**config.mk**
```make
export PLATFORM = sky130hd
export DESIGN_NAME = noise_channel_lfsr_envelope_unit
export DESIGN_NICKNAME = d
export VERILOG_FILES = /design/src/rtl/ncle_pkg.sv /design/src/rtl/ncle_core.sv /design/src/rtl/noise_channel_lfsr_envelope_unit.sv
export SDC_FILE = /design/constraint.sdc
export NUM_CORES = 1
export LEC_CHECK = 0
export BUFFER_PORTS_ARGS = -buffer_cell sky130_fd_sc_hd__clkbuf_2
export CORE_UTILIZATION = 35
export DETAILED_ROUTE_END_ITERATION = 8
export PLACE_DENSITY = 0.56
export SYNTH_ARGS = -nofsm -noshare
export SYNTH_HDL_FRONTEND = slang
export SYNTH_SLANG_ARGS = --single-unit
```
**constraint.sdc**
```tcl
create_clock -name clk -period 7.2 [get_ports clk]
set_input_delay 1.44 -clock clk [delete_from_list [all_inputs] [get_ports clk]]
set_output_delay 1.44 -clock clk [all_outputs]
set_load 0.1 [all_outputs]
```
**src/rtl/ncle_pkg.sv**
```systemverilog
// Package of the noise voice: command and register codes, config struct,
// period and length tables. No dependencies.
package ncle_pkg;

    typedef enum logic [1:0] {
        CMD_TICK    = 2'd0,
        CMD_QUARTER = 2'd1,
        CMD_HALF    = 2'd2,
        CMD_LOAD    = 2'd3
    } cmd_t;

    localparam int CFG_INDEX_W = 3;
    localparam int CFG_DATA_W  = 4;

    localparam logic [CFG_INDEX_W-1:0] CFG_PERIOD_INDEX   = 3'd0;
    localparam logic [CFG_INDEX_W-1:0] CFG_SHORT_MODE     = 3'd1;
    localparam logic [CFG_INDEX_W-1:0] CFG_CONST_VOLUME   = 3'd2;
    localparam logic [CFG_INDEX_W-1:0] CFG_VOLUME_PERIOD  = 3'd3;
    localparam logic [CFG_INDEX_W-1:0] CFG_HALT_LOOP      = 3'd4;
    localparam logic [CFG_INDEX_W-1:0] CFG_CHANNEL_ENABLE = 3'd5;

    localparam logic [3:0] ENV_FULL = 4'hf;

    typedef struct packed {
        logic [3:0] period_index;
        logic       short_mode;
        logic       constant_volume;
        logic [3:0] volume_or_env_period;
        logic       halt_loop;
        logic       channel_enable;
    } cfg_t;

    typedef struct packed {
        logic [3:0] sample;
        logic       length_active;
    } result_t;

    function automatic logic [11:0] noise_period(input logic [3:0] idx);
        logic [11:0] p;
        unique case (idx)
            4'd0:    p = 12'd4;
            4'd1:    p = 12'd8;
            4'd2:    p = 12'd16;
            4'd3:    p = 12'd32;
            4'd4:    p = 12'd64;
            4'd5:    p = 12'd96;
            4'd6:    p = 12'd128;
            4'd7:    p = 12'd160;
            4'd8:    p = 12'd202;
            4'd9:    p = 12'd254;
            4'd10:   p = 12'd380;
            4'd11:   p = 12'd508;
            4'd12:   p = 12'd762;
            4'd13:   p = 12'd1016;
            4'd14:   p = 12'd2034;
            default: p = 12'd4068;
        endcase
        return p;
    endfunction

    function automatic logic [7:0] length_load(input logic [4:0] idx);
        logic [7:0] l;
        unique case (idx)
            5'd0:    l = 8'd10;
            5'd1:    l = 8'd254;
            5'd2:    l = 8'd20;
            5'd3:    l = 8'd2;
            5'd4:    l = 8'd40;
            5'd5:    l = 8'd4;
            5'd6:    l = 8'd80;
            5'd7:    l = 8'd6;
            5'd8:    l = 8'd160;
            5'd9:    l = 8'd8;
            5'd10:   l = 8'd60;
            5'd11:   l = 8'd10;
            5'd12:   l = 8'd14;
            5'd13:   l = 8'd12;
            5'd14:   l = 8'd26;
            5'd15:   l = 8'd14;
            5'd16:   l = 8'd12;
            5'd17:   l = 8'd16;
            5'd18:   l = 8'd24;
            5'd19:   l = 8'd18;
            5'd20:   l = 8'd48;
            5'd21:   l = 8'd20;
            5'd22:   l = 8'd96;
            5'd23:   l = 8'd22;
            5'd24:   l = 8'd192;
            5'd25:   l = 8'd24;
            5'd26:   l = 8'd72;
            5'd27:   l = 8'd26;
            5'd28:   l = 8'd16;
            5'd29:   l = 8'd28;
            5'd30:   l = 8'd32;
            default: l = 8'd30;
        endcase
        return l;
    endfunction

endpackage

```
**src/rtl/ncle_core.sv**
```systemverilog
// Voice state of the noise channel: LFSR, period divider, envelope, length.
// Depends on ncle_pkg. Result is taken from the state after the item.
module ncle_core
(
    input  logic              clk,
    input  logic              rst_n,
    input  logic              accept,
    input  logic [1:0]        cmd,
    input  logic [4:0]        length_index,
    input  ncle_pkg::cfg_t    cfg,
    output ncle_pkg::result_t result
);

    logic [14:0] lfsr_reg, lfsr_next;
    logic [11:0] period_count_reg, period_count_next;
    logic [3:0]  env_volume_reg, env_volume_next;
    logic [3:0]  env_divider_reg, env_divider_next;
    logic [7:0]  length_count_reg, length_count_next;

    ncle_pkg::cmd_t cmd_code;
    logic           env_clock;
    logic           tap;

    assign cmd_code = ncle_pkg::cmd_t'(cmd);
    assign tap      = cfg.short_mode ? lfsr_reg[6] : lfsr_reg[1];

    always_comb
    begin
        lfsr_next         = lfsr_reg;
        period_count_next = period_count_reg;
        env_volume_next   = env_volume_reg;
        env_divider_next  = env_divider_reg;
        length_count_next = length_count_reg;
        env_clock         = 1'b0;

        unique case (cmd_code)
            ncle_pkg::CMD_TICK:
            begin
                if (period_count_reg == 12'd1)
                begin
                    period_count_next = ncle_pkg::noise_period(cfg.period_index);
                    lfsr_next         = {lfsr_reg[0] ^ tap, lfsr_reg[14:1]};
                end
                else
                begin
                    period_count_next = period_count_reg - 12'd1;
                end
            end
            ncle_pkg::CMD_QUARTER:
            begin
                env_clock = 1'b1;
            end
            ncle_pkg::CMD_HALF:
            begin
                env_clock = 1'b1;
                if (cfg.channel_enable && (length_count_reg != 8'd0) && !cfg.halt_loop)
                begin
                    length_count_next = length_count_reg - 8'd1;
                end
            end
            ncle_pkg::CMD_LOAD:
            begin
                length_count_next = ncle_pkg::length_load(length_index);
                env_volume_next   = ncle_pkg::ENV_FULL;
                env_divider_next  = cfg.volume_or_env_period;
            end
            default:
            begin
            end
        endcase

        if (env_clock)
        begin
            priority if (env_divider_reg != 4'd0)
            begin
                env_divider_next = env_divider_reg - 4'd1;
            end
            else if (env_volume_reg != 4'd0)
            begin
                env_volume_next  = env_volume_reg - 4'd1;
                env_divider_next = cfg.volume_or_env_period;
            end
            else if (cfg.halt_loop)
            begin
                env_volume_next  = ncle_pkg::ENV_FULL;
                env_divider_next = cfg.volume_or_env_period;
            end
        end
    end

    // mute on LFSR bit 0 or an expired length, in both volume modes
    always_comb
    begin
        result.length_active = (length_count_next != 8'd0);
        if (lfsr_next[0] || (length_count_next == 8'd0))
        begin
            result.sample = 4'd0;
        end
        else if (cfg.constant_volume)
        begin
            result.sample = cfg.volume_or_env_period;
        end
        else
        begin
            result.sample = env_volume_next;
        end
    end

    always_ff @(posedge clk or negedge rst_n)
    begin
        if (!rst_n)
        begin
            lfsr_reg         <= 15'd1;
            period_count_reg <= 12'd1;
            env_volume_reg   <= 4'd0;
            env_divider_reg  <= 4'd0;
            length_count_reg <= 8'd0;
        end
        else if (accept)
        begin
            lfsr_reg         <= lfsr_next;
            period_count_reg <= period_count_next;
            env_volume_reg   <= env_volume_next;
            env_divider_reg  <= env_divider_next;
            length_count_reg <= length_count_next;
        end
    end

endmodule

```
**src/rtl/noise_channel_lfsr_envelope_unit.sv**
```systemverilog
// Top level of the noise voice: config registers, voice core, output skid.
// Depends on ncle_pkg and ncle_core.
//
// Use: each input item (cmd, length_index) on in_valid/in_ready is one
// command: sample tick, quarter frame, half frame or length load. Each item
// yields exactly one result item (sample, length_active) on
// out_valid/out_ready, in order, taken from the voice state after that item.
// A result is registered into the output register when its item is accepted,
// or into the skid register if the receiver stalls. Throughput is one item per
// cycle while in_ready is high; the voice state update and output level logic
// sit between the state registers and the output register.
// When the receiver stalls, one more item is accepted and its result parks in
// a skid register; in_ready then drops until the skid drains.
// Configuration is written by cfg_we/cfg_index/cfg_data;
// indexes beyond the register list are ignored.
// Reset (rst_n low, asynchronous) sets LFSR to 1, the period count to 1,
// envelope and length to 0, all config registers to 0, and empties outputs.
module noise_channel_lfsr_envelope_unit
(
    input  logic                                clk,
    input  logic                                rst_n,
    input  logic                                in_valid,
    output logic                                in_ready,
    input  logic [1:0]                          cmd,
    input  logic [4:0]                          length_index,
    output logic                                out_valid,
    input  logic                                out_ready,
    output logic [3:0]                          sample,
    output logic                                length_active,
    input  logic                                cfg_we,
    input  logic [ncle_pkg::CFG_INDEX_W-1:0]    cfg_index,
    input  logic [ncle_pkg::CFG_DATA_W-1:0]     cfg_data
);

    ncle_pkg::cfg_t    cfg_reg;
    ncle_pkg::result_t core_result;
    ncle_pkg::result_t out_reg;
    ncle_pkg::result_t skid_reg;
    logic              out_valid_reg;
    logic              skid_valid_reg;
    logic              accept;
    logic              pop;

    assign in_ready      = !skid_valid_reg;
    assign accept        = in_valid && in_ready;
    assign pop           = out_valid_reg && out_ready;
    assign out_valid     = out_valid_reg;
    assign sample        = out_reg.sample;
    assign length_active = out_reg.length_active;

    always_ff @(posedge clk or negedge rst_n)
    begin
        if (!rst_n)
        begin
            cfg_reg <= '0;
        end
        else if (cfg_we)
        begin
            unique case (cfg_index)
                ncle_pkg::CFG_PERIOD_INDEX:   cfg_reg.period_index         <= cfg_data;
                ncle_pkg::CFG_SHORT_MODE:     cfg_reg.short_mode           <= cfg_data[0];
                ncle_pkg::CFG_CONST_VOLUME:   cfg_reg.constant_volume      <= cfg_data[0];
                ncle_pkg::CFG_VOLUME_PERIOD:  cfg_reg.volume_or_env_period <= cfg_data;
                ncle_pkg::CFG_HALT_LOOP:      cfg_reg.halt_loop            <= cfg_data[0];
                ncle_pkg::CFG_CHANNEL_ENABLE: cfg_reg.channel_enable       <= cfg_data[0];
                default:
                begin
                end
            endcase
        end
    end

    ncle_core u_core
    (
        .clk          (clk),
        .rst_n        (rst_n),
        .accept       (accept),
        .cmd          (cmd),
        .length_index (length_index),
        .cfg          (cfg_reg),
        .result       (core_result)
    );

    // output register plus one skid entry
    always_ff @(posedge clk or negedge rst_n)
    begin
        if (!rst_n)
        begin
            out_valid_reg  <= 1'b0;
            skid_valid_reg <= 1'b0;
        end
        else
        begin
            priority if (pop && skid_valid_reg)
            begin
                skid_valid_reg <= 1'b0;
            end
            else if (accept && out_valid_reg && !out_ready)
            begin
                skid_valid_reg <= 1'b1;
            end
            else if (accept)
            begin
                out_valid_reg <= 1'b1;
            end
            else if (pop)
            begin
                out_valid_reg <= 1'b0;
            end
        end
    end

    always_ff @(posedge clk)
    begin
        priority if (pop && skid_valid_reg)
        begin
            out_reg <= skid_reg;
        end
        else if (accept && out_valid_reg && !out_ready)
        begin
            skid_reg <= core_result;
        end
        else if (accept)
        begin
            out_reg <= core_result;
        end
    end

endmodule

```
### Word level (Yosys, flattened, before mapping)

Memories as Yosys holds them, arrays and structs flattened.
Index checks and enable logic that the tools add are counted.

| word-level totals | value |
|---|---|
| memories | 2 |
| input bits | 19 |
| register bits after elaboration | 67 |
| output and inout bits | 7 |
| memory bits (read-only) | 400 |
| word-level logic and storage cells | 96 |

Memories:

| memory | depth | bits a word | rd ports | clocked after memory_dff | wr ports | RTL line | source |
|---|---|---|---|---|---|---|---|
| (no name shown) | 32 | 7 | 1 | 0 | 0 | ncle_pkg.sv:63 | `unique case (idx)` |
| (no name shown) | 16 | 11 | 1 | 0 | 0 | ncle_pkg.sv:40 | `unique case (idx)` |

| cells by class | value |
|---|---|
| bitwise logic cells | 3 |
| equality and inequality tests | 10 |
| reduce and logical (&&, ||, !) cells | 33 |
| multiplexer cells | 26 |
| add/sub/neg operators | 4 |

Operators with widths:

| kind | count |
|---|---|
| $mux W4 | 12 |
| $reduce_and A2 Y1 | 9 |
| $pmux W8 S2 | 1 |
| $reduce_bool A8 Y1 | 2 |
| $mux W5 | 3 |
| $eq A12 B1 Y1 const B | 1 |
| $mux W12 | 1 |
| $sub A12 B1 Y12 const B | 1 |
| $logic_not A8 Y1 | 1 |
| $mux W1 | 8 |
| $mux W8 | 1 |
| $reduce_bool A4 Y1 | 2 |
| $sub A4 B1 Y4 const B | 2 |
| $sub A8 B1 Y8 const B | 1 |
| $logic_and A1 B1 Y1 | 7 |
| $eq A3 B2 Y1 const B | 2 |
| $eq A3 B3 Y1 const B | 2 |
| $reduce_and A3 Y1 | 2 |
| $reduce_bool A2 Y1 | 3 |
| $eq A2 B2 Y1 const B | 2 |
| $eq A3 B1 Y1 const B | 1 |
| $logic_not A1 Y1 | 3 |
| $logic_not A3 Y1 | 1 |
| $eq A2 B1 Y1 const B | 1 |
| 6 further kinds | 7 |

### Logic depth before layout (Yosys ltp)

Gate-level depths: netlist (run 1).

| logic depth | value |
|---|---|
| depth in word-level cells | 11 |
| depth in mapped cells | 9 |
| mapped depth without buffers | 9 |

### Modules after synthesis

A second synthesis (run 1) with hierarchy kept.

| second synthesis, totals | value |
|---|---|
| cells, all modules | 441 |
| area, all modules | 4289.1 µm² |

Modules (own cells, without submodules):

| module | area an instance (µm²) | sequential area each (µm²) | cells an instance | instances |
|---|---|---|---|---|
| ncle_core | 3306.9 | 1078.5 | 382 | 1 |
| noise_channel_lfsr_envelope_unit | 982.2 | 650.6 | 59 | 1 |

### Least setup slack after synthesis (run 1)

Ideal clock, no wire load.

| timing path | value |
|---|---|
| kind | input to register |
| start point | input cmd[0] |
| end point | register out_reg (netlist bit sample[0]), data pin |
| buffers on the path | 0 |
| library setup time | 0.269 ns |
| arrival time | 3.194 ns |
| required time | 6.931 ns |
| cell stages on the path | 8 |
| path slack | 3.737 ns |
| cell sequence | inv_1 ha_1 inv_1 or4_4 a311oi_2 nand3_2 nor3_4 o31ai_1 |

| on the way | value |
|---|---|
| longest elaborated chain between the ends | 11 |
| elaborated cells on any way between the ends | 20 |
| classes of those cells | 3 x eq/ne; 13 x mux; 4 x reduce/logical |

Ends and longest elaborated chain:

| item | RTL line | source |
|---|---|---|
| start, declared | noise_channel_lfsr_envelope_unit.sv:24 | `input logic [1:0] cmd,` |
| $eq A2 B2 Y1 | ncle_core.sv:36 | `unique case (cmd_code)` |
| $mux W4 | ncle_core.sv:36 |  |
| $mux W4 | ncle_core.sv:83 | `else if (cfg.halt_loop)` |
| $mux W4 | ncle_core.sv:78 | `else if (env_volume_reg != 4'd0)` |
| $mux W4 | ncle_core.sv:74 | `priority if (env_divider_reg != 4'd0)` |
| $mux W4 | ncle_core.sv:72 | `if (env_clock)` |
| $mux W4 | ncle_core.sv:99 | `else if (cfg.constant_volume)` |
| $mux W4 (*) | ncle_core.sv:95 | `if (lfsr_next[0] \|\| (length_count_next == 8'd0))` |
| $mux W5 (*) | noise_channel_lfsr_envelope_unit.sv:123 | `else if (accept)` |
| $mux W5 (*) | noise_channel_lfsr_envelope_unit.sv:119 | `else if (accept && out_valid_reg && !out_ready)` |
| $mux W5 (*) | noise_channel_lfsr_envelope_unit.sv:115 | `priority if (pop && skid_valid_reg)` |
| end signal, assigned | noise_channel_lfsr_envelope_unit.sv:117 | `out_reg <= skid_reg;` |
| end signal, assigned | noise_channel_lfsr_envelope_unit.sv:125 | `out_reg <= core_result;` |
| end, declared | noise_channel_lfsr_envelope_unit.sv:37 | `ncle_pkg::result_t out_reg;` |

Mark *: on every way between the ends. The rest lies on a longest branch, timed or not. The select of a mux whose other input is x is not followed.
A chain may end at the register's enable or synchronous reset.

### Worst setup path in the final report (run 1)

| timing path | value |
|---|---|
| start point | input cmd[1] |
| end point | register out_reg (netlist bit sample[2]), data pin |

Same word-level chain as after synthesis.

==> results of run 1 <==
[cell type report]
type,count,area (um^2),area share
timing repair buffer,27,140,0.0296
tap,143,179,0.0378
inverter,24,90.1,0.0190
sequential,67,1730,0.365
multi-input combinational,354,2260,0.478
clock inverter,6,85.1,0.0180
clock buffer,10,250,0.0528
[critical path, cell delays in order]
cell and delay (ps):
clkbuf_2 120, ha_1 590, nand2_1 280, o311a_1 200
a211oi_1 240, o2111ai_1 250, nor3_4 370, o31ai_1 140
[cell families (layout without fill, tap and decap cells)]
group,Yosys count,after routing,share of synthesized area
xor+xnor,1,1,0.00210
mux,33,33,0.0876
fa+ha+maj,15,15,0.0450
compound gates,133,133,0.202
flops,67,67,0.415
buf+inv,46,67,0.0429
simple gates,172,172,0.206
[routing by layer]
metal / vias up / routed length, um / track usage
met4: 0 / 137 / 0.0604
met5: - / 0 / 0
met1: 1671 / 4690 / 0.220
met2: 55 / 4480 / 0.266
li1: 1734 / - / -
met3: 9 / 230 / 0.0301
[power by group]
part	switching (uW)	internal, uW
clock network	167	324
registers	128	504
logic	425	207
[path summary, 6_finish.rpt]
check	start	endpoint	slack, ps	depth (start not counted)
worst min register to register	u_core.lfsr_reg[7]	u_core.lfsr_reg[6]	500	1
worst max-delay path	cmd[1]	sample[2]	3630	8
worst max register to register	cfg_reg[1]	sample[2]	4030	7
min in group asynchronous	rst_n	skid_valid_reg	1250	2
max in group asynchronous	rst_n	u_core.period_count_reg[10]	5460	2
worst min-delay path	u_core.lfsr_reg[7]	u_core.lfsr_reg[6]	500	1
[stage by stage]
stage	hold slack [ps]	total power (uW)	area, um^2
6_report	502	1750	4740
5_1_grt	520	1880	4740
4_1_cts	506	1770	4740
3_5_place_dp	493	1270	4400
3_3_place_gp	486	1250	4400
2_1_floorplan	464	1110	4170
[placed cells by master, fill, tap and decap left out, types with 7 or more instances in the layout]
cell type,Yosys,routed
a21oi_1,36,36
a22oi_1,7,7
clkbuf_16,0,10
clkbuf_2,1,25
dfrtp_1,55,55
edfxtp_1,10,10
ha_1,15,15
inv_1,24,24
mux2_2,28,28
nand2_1,52,52
nand2b_1,7,7
nand3_1,10,10
nor2_1,45,45
nor2b_1,10,10
nor3_1,11,11
o21ai_0,41,41
==> out/results.ini, run 1 <==
[yosys]
synthArstFlopShare=0.851
yosysSeqAreaShare=0.415
synth_common_cells=dfrtp_1 (55), nand2_1 (52), nor2_1 (45)
synth_top_area_cell=dfrtp_1
synthTopCellsByArea=dfrtp_1 (33%), mux2_2 (7.6%), edfxtp_1 (7.2%), o21ai_0 (4.9%), nand2_1 (4.7%)
ys.flop_type=dfrtp_1
synth_edf_count=10
avgSynthCellArea_um2=8.93
synth_nets=501
syn_inst=467
ys_ff_latch=67
netlist_area_um2=4170
synth_cell_type_count=59
yosysTopAreaCellShare=0.330
yosysMostFrequentCell=dfrtp_1
yosys_warnings=0

[timing]
finalSetupTns_ps=0
setup_viol=0
finClkSkew_ps=5.80
hold_viol_final=0
worstMarginPinSlew_ps=1160
timing.final.crit_share=0.495
slew-limit-headroom=0.226
period_needed_ps=3570
timing.final.ws_setup_ps=3630
rsz0062_at_grt=false
max_freq_ghz=0.280
slew_viol_final=0

[drt]
route.detailed.drc=0
vias=3469
drt-vias-per-instance=5.50
routedWlPerCell_um=15.1
drt-pass1-iter-count=4
drtIter0Drc=198
wl_um=9530
antenna_left=0

[placement]
dp_hpwl_um=6810
port_buffers=25
place_ws_ps=3300
routabilityCongestion=0.832
post-place-cells=615

[final_layout]
fin_util=0.411
antenna_cells=0
fillers=1159
drive_above_1_share=0.162
syn_to_final_growth_pct=13.6
largest_reg_flops=15
final_cells=631
nNetsFinal=517

[die]
row_count=39
start_util=0.362
die_y_um=111
dieArea_um2=12400
pin_count=26
core-area_um2=11500
dieWidth_um=111

[grt]
antenna_found_initial=0
grt_max_degree=58
first_global_vias=3357
grt_usage=0.164
grt_pass1_wl_um=16300
grt-ovfl-total=0

[setup_path]
worst_ep_arrival_time_ps=3630
end_kind=register
crit_fanout=20
path_class=in -> reg
start_kind=input port
cp_data_required_time_ps=7270

[clock_network]
clockRootBuffer=clkbuf_16
cts_buffers=9
cts_setup_buffers=0
cts_hold_buf=0
htreeDepth=3
path_clk_slew_ps=60
clockBufferDepth=2
ctsResizeCount=0
clk_latency_ps=330
cts_tree=done
cts.sinks=67

[power_and_ir_drop]
vdd.ir_drop.worst_uv=115
powerDensity_nw_per_um2=370
leakage_uw=0.00202

[worst_hold_path]
hold_class=reg -> reg

[status]
outcome=completed

[run]
cap_violations=0

Note: power is estimated with default switching activity, not from simulation.
==> inputs of run 2 (changes only) <==
==> constraint.sdc (replaced) <==
create_clock -name clk -period 3.3 [get_ports clk]
set_input_delay 0.66 -clock clk [delete_from_list [all_inputs] [get_ports clk]]
set_output_delay 0.66 -clock clk [all_outputs]
set_load 0.1 [all_outputs]
==> out/results.ini, run 2 (synthesized netlist as in run 1, its figures left out) <==
[clock_network]
clk_latency_ps=330  ; about the same
htreeDepth=3  ; unchanged
path_clk_slew_ps=60  ; about the same
clockBufferDepth=2  ; unchanged
cts_hold_buf=0  ; unchanged
cts_buffers=9  ; unchanged
cts.sinks=67  ; unchanged
cts_tree=done
cts_setup_buffers=0  ; unchanged
clockRootBuffer=clkbuf_16

[timing]
slew_viol_final=0  ; unchanged
rsz0062_at_grt=false
setup_viol=0  ; unchanged
finalSetupTns_ps=0  ; unchanged
slew-limit-headroom=0.505  ; +0.280
finClkSkew_ps=9.87  ; +4.06 ps
period_needed_ps=3050
worstMarginPinSlew_ps=740  ; -417 ps
timing.final.crit_share=0.926
max_freq_ghz=0.327
hold_viol_final=0  ; unchanged

[grt]
grt-busiest-layer=met2
grt_use_met2=0.264  ; -0.00210
grtUsageMet3=0.0279  ; -0.00219
antenna_found_initial=0  ; unchanged
grt_pass1_wl_um=16300  ; -0.29%
use_met1=0.222  ; +0.00240
first_global_vias=3303  ; -1.6%
grt_max_degree=52  ; -10%
grt-ovfl-total=0  ; unchanged
grt_usage=0.163  ; -0.00116

[setup_path]
start_kind=register
cp_cell_sequence=or4b_4 > nor4_1 > mux2_2 > a2111oi_1 > nand2_1 > nor3_4 > o31ai_1
reg2reg_from=cfg_reg[1]
critPathTopFamily=simple AND/OR/NAND/NOR gates
crit_fanout=10  ; -50%
timing.critical_path.to=sample[1]
cp_data_required_time_ps=3360  ; -3910 ps
worst_ep_arrival_time_ps=3110  ; -520 ps
r2r_end=sample[1]
r2r_cells=7  ; unchanged
cp-startpoint=cfg_reg[1]
slowest_stage=or4b_4
critPathMaxStageDelay_ps=580  ; about the same
end_kind=register
reg2reg_slack_ps=250  ; -3780 ps
path_class=reg -> reg
crit_buf_inv=0  ; -1
path_depth=7  ; -1

[power_and_ir_drop]
leakage_uw=0.00203  ; +0.61%
pwr-share-clk=0.269  ; -0.011
power.switching_uw=1570  ; +120%
powerDensity_nw_per_um2=791  ; +110%
p_comb_frac=0.366  ; +0.006
swShare=0.416  ; +0.00618
p_int_uw=2200  ; +110%
sequentialPowerShare=0.365  ; +0.005
vdd.ir_drop.worst_uv=248  ; +120%

[final_layout]
final_common_cell=dfrtp_1
antenna_cells=0  ; unchanged
final_cells=636  ; +0.79%
finalInstanceArea_um2=4760  ; +0.48%
nNetsFinal=522  ; +0.97%
largest_reg_flops=15  ; unchanged
drive_above_1_share=0.170  ; +0.00850
syn_to_final_growth_pct=14.1
fin_util=0.413  ; +0.00196
mostFrequentLayoutCells=dfrtp_1 (55), nand2_1 (52), nor2_1 (45), o21ai_0 (41), a21oi_1 (36)

[run]
cap_violations=0  ; unchanged

[placement]
post_dp_cell_area_um2=4440  ; +0.85%
routabilityCongestion=0.883  ; +6.1%
dp_hpwl_um=6880  ; +1.1%
port_buffers=25  ; unchanged
post-place-cells=620  ; +0.81%

[die]
dieArea_um2=12400  ; unchanged
pin_count=26  ; unchanged
dieWidth_um=111  ; unchanged
die_y_um=111  ; unchanged
start_util=0.362  ; unchanged
row_count=39  ; unchanged
core-area_um2=11500  ; unchanged

[drt]
drt-vias-per-instance=5.37  ; -2.3%
antenna_left=0  ; unchanged
route.detailed.drc=0  ; unchanged
vias=3415  ; -1.6%
drtIter0Drc=186  ; -6.1%
wl_um=9380  ; -1.6%
routedWlPerCell_um=14.7  ; -2.4%
drt-pass1-iter-count=5  ; +1

[worst_hold_path]
hold_class=in -> async

[status]
outcome=completed

-- run 2: cell count changes in the layout (fill, tap and decap cells not counted), sizes merged --
cell,before,now
clkinv,3,2
buf,2,7
bufinv,2,1
inv,25,26
clkinvlp,0,1
-- run 2: metal layers --
layer | up-vias | routed length, um
met5 | - | 0
met4 | 0 | 71
met3 | 4 | 259
met2 | 49 | 4350
met1 | 1616 | 4700
li1 | 1746 | -
-- run 2: how the worst min path moves through the flow --
stage                         from                   to  slack, ps  cells past startpoint
2_1_floorplan                rst_n           cfg_reg[0]        360                      0
3_3_place_gp   u_core.lfsr_reg[11]  u_core.lfsr_reg[10]        490                      1
3_5_place_dp    u_core.lfsr_reg[8]   u_core.lfsr_reg[7]        490                      1
4_1_cts                      rst_n       skid_valid_reg        170                      1
5_1_grt                      rst_n       skid_valid_reg        180                      1
6_report                     rst_n       skid_valid_reg        170                      1
-- run 2: metrics by stage --
| stage | power, uW | worst slack, ps | hold slack (ps) |
|---|---|---|---|
| global route | 4030 | 21.3 | 185 |
| floorplan | 2430 | 507 | 364 |
| detailed placement | 2770 | 200 | 491 |
| global placement | 2740 | 204 | 485 |
| CTS | 3790 | 195 | 173 |
| finish | 3760 | 246 | 169 |
-- run 2: layout make-up --
type                            count  area (um^2)
Multi-Input combinational cell    354         2260
Fill cell                        1135         6760
Inverter                           24         90.1
Clock inverter                      6         68.8
Timing Repair Buffer               32          178
Sequential cell                    67         1730
Clock buffer                       10          250
Tap cell                          143          179
-- run 2: what timing repair did --
item	CTS	global route
setup endpoints to repair	0	9
endpoints found under the hold margin	0	0
resized for setup	0	1
-- run 2: power groups by stage --
| stage | Clock, uW | Combinational, uW | Sequential, uW |
|---|---|---|---|
| 5_1_grt | 1070 | 1550 | 1420 |
| 6_report | 1010 | 1380 | 1370 |
| 2_1_floorplan | 0 | 910 | 1520 |
| 3_3_place_gp | 0 | 1360 | 1380 |
| 3_5_place_dp | 0 | 1380 | 1380 |
| 4_1_cts | 1030 | 1390 | 1370 |
